[config.mk]
export PLATFORM = sky130hd
export DESIGN_NAME = shell_style_arg_tokenizer
export DESIGN_NICKNAME = d
export VERILOG_FILES = /design/src/sv/ssat_pkg.sv /design/src/sv/shell_style_arg_tokenizer.sv
export SDC_FILE = /design/constraint.sdc
export NUM_CORES = 1
export LEC_CHECK = 0
export CORE_MARGIN = 2
export CORE_UTILIZATION = 35
export CTS_CLUSTER_DIAMETER = 200
export DETAILED_ROUTE_END_ITERATION = 7
export DONT_BUFFER_PORTS = 1
export PLACE_DENSITY_LB_ADDON = 0.12
export SYNTH_ARGS = -nofsm -noshare
export SYNTH_HDL_FRONTEND = slang
export SYNTH_SLANG_ARGS = --single-unit
[constraint.sdc]
create_clock -name clk -period 5.6 [get_ports clk]
set_clock_uncertainty 0.2 [all_clocks]
set_input_delay 1.12 -clock clk [delete_from_list [all_inputs] [get_ports clk]]
set_output_delay 1.12 -clock clk [all_outputs]
set_load 0.02 [all_outputs]
[src/sv/ssat_pkg.sv]
// ----------------------------------------------------------------------------
// ssat_pkg
// Types and constants for the shell-style argument tokenizer.
// ----------------------------------------------------------------------------
package ssat_pkg;

  typedef enum logic [1:0] {
    KIND_BYTE     = 2'd0,
    KIND_WORD_END = 2'd1,
    KIND_LINE_END = 2'd2
  } kind_t;

  localparam logic [9:0] WORD_LIMIT_RESET = 10'd997;

  localparam logic [7:0] CH_SPACE  = 8'h20;
  localparam logic [7:0] CH_TAB    = 8'h09;
  localparam logic [7:0] CH_CR     = 8'h0D;
  localparam logic [7:0] CH_LF     = 8'h0A;
  localparam logic [7:0] CH_SQUOTE = 8'h27;
  localparam logic [7:0] CH_DQUOTE = 8'h22;
  localparam logic [7:0] CH_BSLASH = 8'h5C;

  // pair: a word end goes out ahead of this line end
  typedef struct packed {
    kind_t       kind;
    logic [7:0]  data;
    logic [9:0]  count;
    logic        ovf;
    logic        pair;
  } result_t;

endpackage

[src/sv/shell_style_arg_tokenizer.sv]
// ----------------------------------------------------------------------------
// shell_style_arg_tokenizer
// Splits a byte stream into shell-like words with quotes and escapes.
// ----------------------------------------------------------------------------
// Input channel: one byte (char_byte) or an end-of-line mark (line_end) per
// transfer, qualified by in_valid / in_stall. Output channel: results of kind
// word byte, word end or line end, qualified by out_valid / out_stall, with
// last_of_run set on the final result of each input transfer.
// word_limit is written through cfg_write / cfg_data; the user must do so
// only while the block is idle, and the block itself does no check on it.
// The parse state is updated in the cycle a byte is taken, and its result is
// placed in a two-entry output queue. One byte is taken every cycle while the
// queue has room. A line end that closes a pending word gives two output
// transfers (word end, then line end) from the same queue entry, the only case
// in which one input transfer gives more than one result. Bytes giving no
// result (separators between words, quotes, backslashes, anything after
// overflow) are taken and produce nothing.
// Reset clears the parse state and the queue and loads word_limit with 997.
// When the receiver stalls, the queue fills and in_stall rises once it holds
// two entries; the shown result holds steady until taken.
// ----------------------------------------------------------------------------
module shell_style_arg_tokenizer #(
  parameter int COUNT_WIDTH = 10
) (
  input  logic               clk,
  input  logic               rst,
  input  logic               cfg_write,
  input  logic [9:0]         cfg_data,
  input  logic               in_valid,
  output logic               in_stall,
  input  logic [7:0]         char_byte,
  input  logic               line_end,
  output logic               out_valid,
  input  logic               out_stall,
  output ssat_pkg::kind_t    kind,
  output logic [7:0]         out_byte,
  output logic [9:0]         word_count,
  output logic               overflow,
  output logic               last_of_run
);
  import ssat_pkg::*;

  localparam int CMP_W = COUNT_WIDTH + 11;

  typedef enum logic [2:0] {
    M_SKIP    = 3'd0,
    M_TOK     = 3'd1,
    M_Q1      = 3'd2,
    M_Q2      = 3'd3,
    M_Q1_ESC  = 3'd4,
    M_Q2_ESC  = 3'd5,
    M_TOK_ESC = 3'd6
  } mode_t;

  logic [9:0]             word_limit;
  mode_t                  mode, mode_next;
  logic                   word_open, word_open_next;
  logic [COUNT_WIDTH-1:0] words_seen, words_seen_next;
  logic                   overflowed, overflowed_next;

  result_t                slots [2];
  logic                   wr_ptr, rd_ptr;
  logic [1:0]             fill;
  logic                   phase;

  logic                   accept, pop, push;
  result_t                entry, head;
  logic                   ws;
  logic [COUNT_WIDTH:0]   inc;
  logic [COUNT_WIDTH-1:0] sat;
  logic                   limit_hit;
  logic [COUNT_WIDTH+9:0] seen_wide, sat_wide;

  assign ws = (char_byte == CH_SPACE) || (char_byte == CH_TAB) ||
              (char_byte == CH_CR) || (char_byte == CH_LF);

  assign inc       = {1'b0, words_seen} + {{COUNT_WIDTH{1'b0}}, 1'b1};
  assign sat       = inc[COUNT_WIDTH] ? {COUNT_WIDTH{1'b1}} : inc[COUNT_WIDTH-1:0];
  assign limit_hit = CMP_W'(inc) > CMP_W'(word_limit);
  assign seen_wide = {10'd0, words_seen};
  assign sat_wide  = {10'd0, sat};

  assign in_stall = (fill == 2'd2);
  assign accept   = in_valid && !in_stall;

  always_comb begin
    mode_next       = mode;
    word_open_next  = word_open;
    words_seen_next = words_seen;
    overflowed_next = overflowed;
    push            = 1'b0;
    entry.kind      = KIND_BYTE;
    entry.data      = char_byte;
    entry.count     = seen_wide[9:0];
    entry.ovf       = overflowed;
    entry.pair      = 1'b0;

    if (line_end) begin
      push            = 1'b1;
      entry.kind      = KIND_LINE_END;
      entry.data      = 8'd0;
      entry.pair      = word_open;
      entry.count     = word_open ? sat_wide[9:0] : seen_wide[9:0];
      mode_next       = M_SKIP;
      word_open_next  = 1'b0;
      words_seen_next = '0;
      overflowed_next = 1'b0;
    end else if (!overflowed) begin
      case (mode)
        M_Q1: begin
          if (char_byte == CH_SQUOTE) mode_next = M_TOK;
          else if (char_byte == CH_BSLASH) mode_next = M_Q1_ESC;
          else begin
            push           = 1'b1;
            word_open_next = 1'b1;
          end
        end
        M_Q2: begin
          if (char_byte == CH_DQUOTE) mode_next = M_TOK;
          else if (char_byte == CH_BSLASH) mode_next = M_Q2_ESC;
          else begin
            push           = 1'b1;
            word_open_next = 1'b1;
          end
        end
        M_Q1_ESC, M_Q2_ESC, M_TOK_ESC: begin
          mode_next      = (mode == M_Q1_ESC) ? M_Q1 :
                           (mode == M_Q2_ESC) ? M_Q2 : M_TOK;
          push           = 1'b1;
          word_open_next = 1'b1;
        end
        default: begin
          if (mode != M_TOK && ws) begin
            mode_next = M_SKIP;
          end else if (char_byte == CH_SQUOTE) begin
            mode_next = M_Q1;
          end else if (char_byte == CH_DQUOTE) begin
            mode_next = M_Q2;
          end else if (char_byte == CH_BSLASH) begin
            mode_next = M_TOK_ESC;
          end else if (ws) begin
            mode_next = M_SKIP;
            if (word_open) begin
              push            = 1'b1;
              word_open_next  = 1'b0;
              words_seen_next = sat;
              overflowed_next = limit_hit;
              entry.kind      = KIND_WORD_END;
              entry.data      = 8'd0;
              entry.count     = sat_wide[9:0];
              entry.ovf       = limit_hit;
            end
          end else begin
            mode_next      = M_TOK;
            push           = 1'b1;
            word_open_next = 1'b1;
          end
        end
      endcase
    end
  end

  // output queue: head entry drives the port, a pair entry takes two transfers
  assign head        = slots[rd_ptr];
  assign out_valid   = (fill != 2'd0);
  assign kind        = (head.pair && !phase) ? KIND_WORD_END : head.kind;
  assign out_byte    = head.data;
  assign word_count  = head.count;
  assign overflow    = head.ovf;
  assign last_of_run = !(head.pair && !phase);
  assign pop         = out_valid && !out_stall && last_of_run;

  always_ff @(posedge clk) begin
    if (rst) begin
      word_limit <= WORD_LIMIT_RESET;
      mode       <= M_SKIP;
      word_open  <= 1'b0;
      words_seen <= '0;
      overflowed <= 1'b0;
      wr_ptr     <= 1'b0;
      rd_ptr     <= 1'b0;
      fill       <= 2'd0;
      phase      <= 1'b0;
    end else begin
      if (cfg_write) word_limit <= cfg_data;
      if (accept) begin
        mode       <= mode_next;
        word_open  <= word_open_next;
        words_seen <= words_seen_next;
        overflowed <= overflowed_next;
      end
      if (accept && push) wr_ptr <= !wr_ptr;
      if (pop) rd_ptr <= !rd_ptr;
      fill <= fill + {1'b0, accept && push} - {1'b0, pop};
      if (out_valid && !out_stall) phase <= head.pair && !phase;
    end
  end

  always_ff @(posedge clk) begin
    if (accept && push) slots[wr_ptr] <= entry;
  end

`ifndef ASSERT_OFF
  a_fill_bound: assert property (@(posedge clk) disable iff (rst)
    fill <= 2'd2)
    else $error("output queue overfilled");

  a_line_clear: assert property (@(posedge clk) disable iff (rst)
    accept && line_end |=> words_seen == '0 && !overflowed && !word_open)
    else $error("line state not cleared after line end");

  a_ovf_sticky: assert property (@(posedge clk) disable iff (rst)
    overflowed && !(accept && line_end) |=> overflowed)
    else $error("overflow dropped inside a line");

  a_phase_pair: assert property (@(posedge clk) disable iff (rst)
    phase |-> out_valid && head.pair)
    else $error("second half shown without a pair entry");

  a_not_last: assert property (@(posedge clk) disable iff (rst)
    out_valid && !last_of_run |-> kind == KIND_WORD_END)
    else $error("non-final result is not a word end");
`endif

endmodule
==> results of run 1 <==
[stage by stage]
step / cells / setup slack [ns]
after floorplan: 387 / 1.95
after global placement: 507 / 1.95
after detailed placement: 507 / 1.93
after CTS: 522 / 2.24
after global routing: 522 / 2.01
final: 522 / 2.19
[worst reg2reg max path, stage by stage (launching register included)]
cell and delay, ns:
dfxtp_1 0.49, ha_1 0.31, and3_1 0.44, nand3_1 0.16, xnor2_1 0.17, ha_1 0.31
and3_1 0.17, a221o_1 0.29, a31oi_1 0.18, o211ai_1 0.14, nand3_1 0.18, nand2_1 0.11
[where the power goes]
group	switching, mW	internal (mW)
Combinational	0.212	0.0984
Clock	0.225	0.480
Sequential	0.0279	0.657
[layout by cell type (no fill, tap or decap), types with 13 or more instances in the layout]
cell type,n
dfxtp_1,31
ha_1,13
mux2_2,22
a21oi_1,23
inv_1,20
edfxtp_1,44
nand3_1,14
nand2_1,31
o21ai_0,14
nor2_1,31
[worst paths after layout]
check                              startpoint       endpoint  slack (ns)
worst min register to register  word_limit[7]  word_limit[7]        0.29
worst max-delay path            words_seen[0]    slots[1][1]        2.19
worst max register to register  words_seen[0]    slots[1][1]        2.19
worst min-delay path            word_limit[7]  word_limit[7]        0.29
[sequential cells by signal, indices dropped and copies added (netlist names), named ones only]
register and count:
fill 2, mode 3, overflowed 1, phase 1, rd_ptr 1, slots 44, word_limit 10, word_open 1
words_seen 10, wr_ptr 1
[area by class of cell]
cell class / count / area, um^2
multi-input combinational: 271 / 1850
clock inverter: 6 / 138
sequential: 75 / 1940
tap: 140 / 175
timing repair buffer: 1 / 7.51
inverter: 20 / 75.1
clock buffer: 9 / 225
fill: 1088 / 6520
[routing by layer]
layer,global-route usage,share of wire
met2,0.232,0.46
met5,0,0
met1,0.213,0.49
met4,0.0554,0.014
met3,0.0265,0.041
[cells by family after synthesis]
family                     count (synthesis)
buffers and inverters                     41
adders and majority gates                 13
AOI/OAI and AO/OA                         79
xor gates and xnor gates                  12
muxes                                     33
and+or+nand+nor                          134
DFF                                       75
==> metrics.txt, run 1 <==
Max-Cap Viols=0; # IOs=48; via/cell ratio=5.26; minimum clock period=3.41 ns; vias in the first global route=2536; top cell type's share of synthesized area=0.334; max frequency=294 MHz; Post-synth EDFFs=44; Worst-Skew Late Latency=0.33 ns; DR iter-0 viols=200; Critical Path Fanout Max=10; root buffer cell=clkbuf_16; WP buf/inv=0; Final nets=415; ys async rst share=0; clk sinks=75; die height=110 um; Synth Area in Adders=0.0412; utilization after layout=0.403; cts bufs inserted=9; clk buf depth=2; Worst-Margin Slew=1.14 ns; GRT Total Usage=0.151; pwr dens=385 nW/um^2; hpwl dp=6280 um; hold_ws=0.292 ns; Yosys top cell by area=edfxtp_1; grt ovf=0; PortBufs=0; top post-synthesis cells by area=edfxtp_1, dfxtp_1, mux2_2; n_diodes=0; gp weighted congestion=0.803; post-synthesis cell type count=58; largest family of logic cells by synthesized area=simple AND/OR/NAND/NOR gates; outcome=completed; Setup CP Type=reg2reg; Worst setup SP type=flop; WP depth=11; Die X=110 um; H-tree depth=3; First-pass DRT Iterations=5; first-pass GRT wire length=13700 um; main flop type after synthesis=edfxtp_1; routed wire length=8850 um; Compound-Gate Fraction of Synth Area=0.134; path type of the worst min-delay path=reg2reg; syn nets=424; Seq cells post-synth=75; simple-gate share of the synthesized area=0.174; leak pwr=1.62 nW; overall power=1.70 mW; maximum VDD drop=0.000163 V; initial core utilization=0.361; core area=10900 um^2; largest net degree at the start of global routing=24; Cells after Synth=387; DRC=0; Placed Area=4050 um^2; Post-CTS Setup Inserts=0; Clk pin slew, worst setup/hold paths=0.06 ns; setup TNS=0 ns; crit-path cells=ha_1, and3_1, nand3_1, xnor2_1, ha_1, and3_1, a221o_1, a31oi_1, o211ai_1, nand3_1, nand2_1; Setup Viol. Count Final=0; cts repair resizes=0; Routed Antenna Nets=0; Worst Setup End Kind=flop; post-synthesis xor/xnor area fraction=0.0266; layout cells sized above 1=0.131; Mapped Area=3950 um^2; row count=38; CTS tree=done; area growth from synthesis to final layout=11.6%; mux cell area share after synthesis=0.0909; Slowest-stage cell, CP=dfxtp_1; syn avg cell area=10.2 um^2; peak per-stage delay on the critical path=0.49 ns; Slew headroom=0.240; vias=2745; Req. time, crit path=5.47 ns; number of synthesis warnings=0; Finished Cell Area=4410 um^2; critical path arrival=3.27 ns; Hold Path Cell Cnt=2; Reg2Reg Depth=11; Synth top cells by count=edfxtp_1, nor2_1, dfxtp_1, nand2_1, a21oi_1; CTS Hold Buffers Added=0; sequential fraction of the synthesis area=0.491; initial antenna violation count=0; Slew Limit Fails=0; Final Cycle Share=0.608; Fin. Hold Viols=0; RSZ-0062 raised after global routing=false; most numerous cell in the Yosys netlist=edfxtp_1; WL per Instance=16.9 um; kind of cell adding the most delay to the critical path=simple AND/OR/NAND/NOR gates; die area=12200 um^2
(Power assumes the default switching activity.)
==> run 2: changes to the inputs <==
==> constraint.sdc (replaced) <==
create_clock -name clk -period 3.25 [get_ports clk]
set_clock_uncertainty 0.2 [all_clocks]
set_input_delay 0.65 -clock clk [delete_from_list [all_inputs] [get_ports clk]]
set_output_delay 0.65 -clock clk [all_outputs]
set_load 0.02 [all_outputs]
==> metrics.txt, run 2 (same netlist as run 1, synthesis figures left out) <==
met2 wire length=4210 um (+4.5%); clk buf depth=2 (unchanged); cts repair resizes=0 (unchanged); path type of the worst min-delay path=in2reg; Req. time, crit path=3.13 ns (-2.34 ns); largest net degree at the start of global routing=23 (-4.2%); Comb pwr share=0.211 (+0.029); Max-Cap Viols=0 (unchanged); die height=110 um (unchanged); Reg power frac=0.440 (+0.037); Placed Area=4120 um^2 (+1.7%); vias=2858 (+4.1%); layout cells sized above 1=0.153 (+0.0222); initial antenna violation count=0 (unchanged); peak per-stage delay on the critical path=0.45 ns (-0.04 ns); Die X=110 um (unchanged); Worst-Margin Slew=0.687 ns (-0.451 ns); routed wire length=9260 um (+4.7%); setup TNS=0 ns (unchanged); Metal-1 WL=4390 um (+1.4%); critical path arrival=2.89 ns (-0.38 ns); DR iter-0 viols=251 (+26%); WL per Instance=17.4 um (+2.7%); Finished Cell Area=4390 um^2 (-0.40%); Max Used Layer=met4; WP buf/inv=0 (unchanged); switching share of power=0.306 (+0.0327); core area=10900 um^2 (unchanged); Largest Register=slots; Clk pin slew, worst setup/hold paths=0.06 ns (about the same); Worst Setup End Kind=flop; Clock power frac=0.349 (-0.066); n_diodes=0 (unchanged); commonest non-fill, non-tap cells in the layout=edfxtp_1, nor2_1, nand2_1, dfxtp_1, a21oi_1; die area=12200 um^2 (unchanged); met3 wire len=534 um (+47%); Final Cycle Share=0.926 (+0.318); kind of cell adding the most delay to the critical path=simple AND/OR/NAND/NOR gates; cts bufs inserted=9 (unchanged); Routed Antenna Nets=0 (unchanged); Worst setup SP type=flop; fill cell count=1093 (+0.46%); minimum clock period=3.01 ns (-0.396 ns); Setup CP Type=reg2reg; Post-CTS Setup Inserts=0 (unchanged); initial core utilization=0.361 (unchanged); max FFs per register=44 (unchanged); Slowest-stage cell, CP=dfxtp_1; grt ovf=0 (unchanged); Final nets=424 (+2.2%); via/cell ratio=5.37 (+2.2%); Critical Path Fanout Max=7 (-3); PortBufs=0 (unchanged); CTS Hold Buffers Added=0 (unchanged); clk sinks=75 (unchanged); CTS tree=done; leak pwr=1.62 nW (+0.35%); Fin. Hold Viols=0 (unchanged); switching pwr=0.814 mW (+75%); # IOs=48 (unchanged); Setup Viol. Count Final=0 (unchanged); Worst-Skew Late Latency=0.34 ns (about the same); pwr dens=605 nW/um^2 (+57%); outcome=completed; area growth from synthesis to final layout=11.2%; GRT Total Usage=0.160 (+0.00936); max frequency=332 MHz (+13%); maximum VDD drop=0.000245 V (+51%); hpwl dp=6600 um (+5.1%); RSZ-0062 raised after global routing=false; First-pass DRT Iterations=4 (-1); root buffer cell=clkbuf_16; Slew Limit Fails=0 (unchanged); Top Registers=slots (44), word_limit (10), words_seen (10); row count=38 (unchanged); commonest non-fill, non-tap cell in the layout=edfxtp_1; vias in the first global route=2682 (+5.8%); first-pass GRT wire length=14400 um (+5.6%); Int Pwr=1.85 mW (+49%); DRC=0 (unchanged); H-tree depth=3 (unchanged); crit-path cells=ha_1, and3_1, nand3_1, xnor2_1, ha_1, and3_1, a221o_1, a31oi_1, o211ai_1, nand3_1, nand2_1; Slew headroom=0.538 (+0.297); gp weighted congestion=0.831 (+3.6%)
## run 2: worst paths after layout
| path | start | to | slack (ns) | cells past startpoint |
|---|---|---|---|---|
| max reg2reg | words_seen[0] | slots[1][1] | 0.24 | 11 |
| max | words_seen[0] | slots[1][1] | 0.24 | 11 |
| min reg2reg | phase | phase | 0.28 | 2 |
| min | rst | fill[0] | 0.17 | 1 |
## run 2: layout make-up
type                            instances  area (um^2)  share of cell area
Clock inverter                          6         38.8             0.00883
Sequential cell                        75         1940               0.442
Multi-Input combinational cell        271         1850               0.421
Tap cell                              140          175              0.0399
Inverter                               20         75.1              0.0171
Clock buffer                           10          239              0.0544
Timing Repair Buffer                   10         75.1              0.0171
## run 2: per-layer routing
layer  GRT usage  vias to the layer above
met5           0                        -
met4      0.0563                        0
met3      0.0364                       10
met2       0.238                       62
met1       0.229                     1375
li1            -                     1411
## run 2: power groups by stage
stage	combinational [mW]	clock, mW	sequential (mW)
final	0.560	0.929	1.17
after global routing	0.619	1.00	1.18
after CTS	0.574	0.952	1.17
after detailed placement	0.569	0	1.19
after global placement	0.565	0	1.19
after floorplan	0.464	0	1.18
## run 2: per-stage QoR
stage	total power, mW	hold WS (ns)	utilization	setup WS, ns	instances
floorplan	1.64	0.249	-	0.0670	387
global placement	1.75	0.258	0.376	0.251	516
detailed placement	1.76	0.264	0.376	0.232	516
CTS	2.70	0.167	0.402	0.223	532
global route	2.80	0.166	0.402	0.0361	532
finish	2.66	0.174	0.402	0.241	532
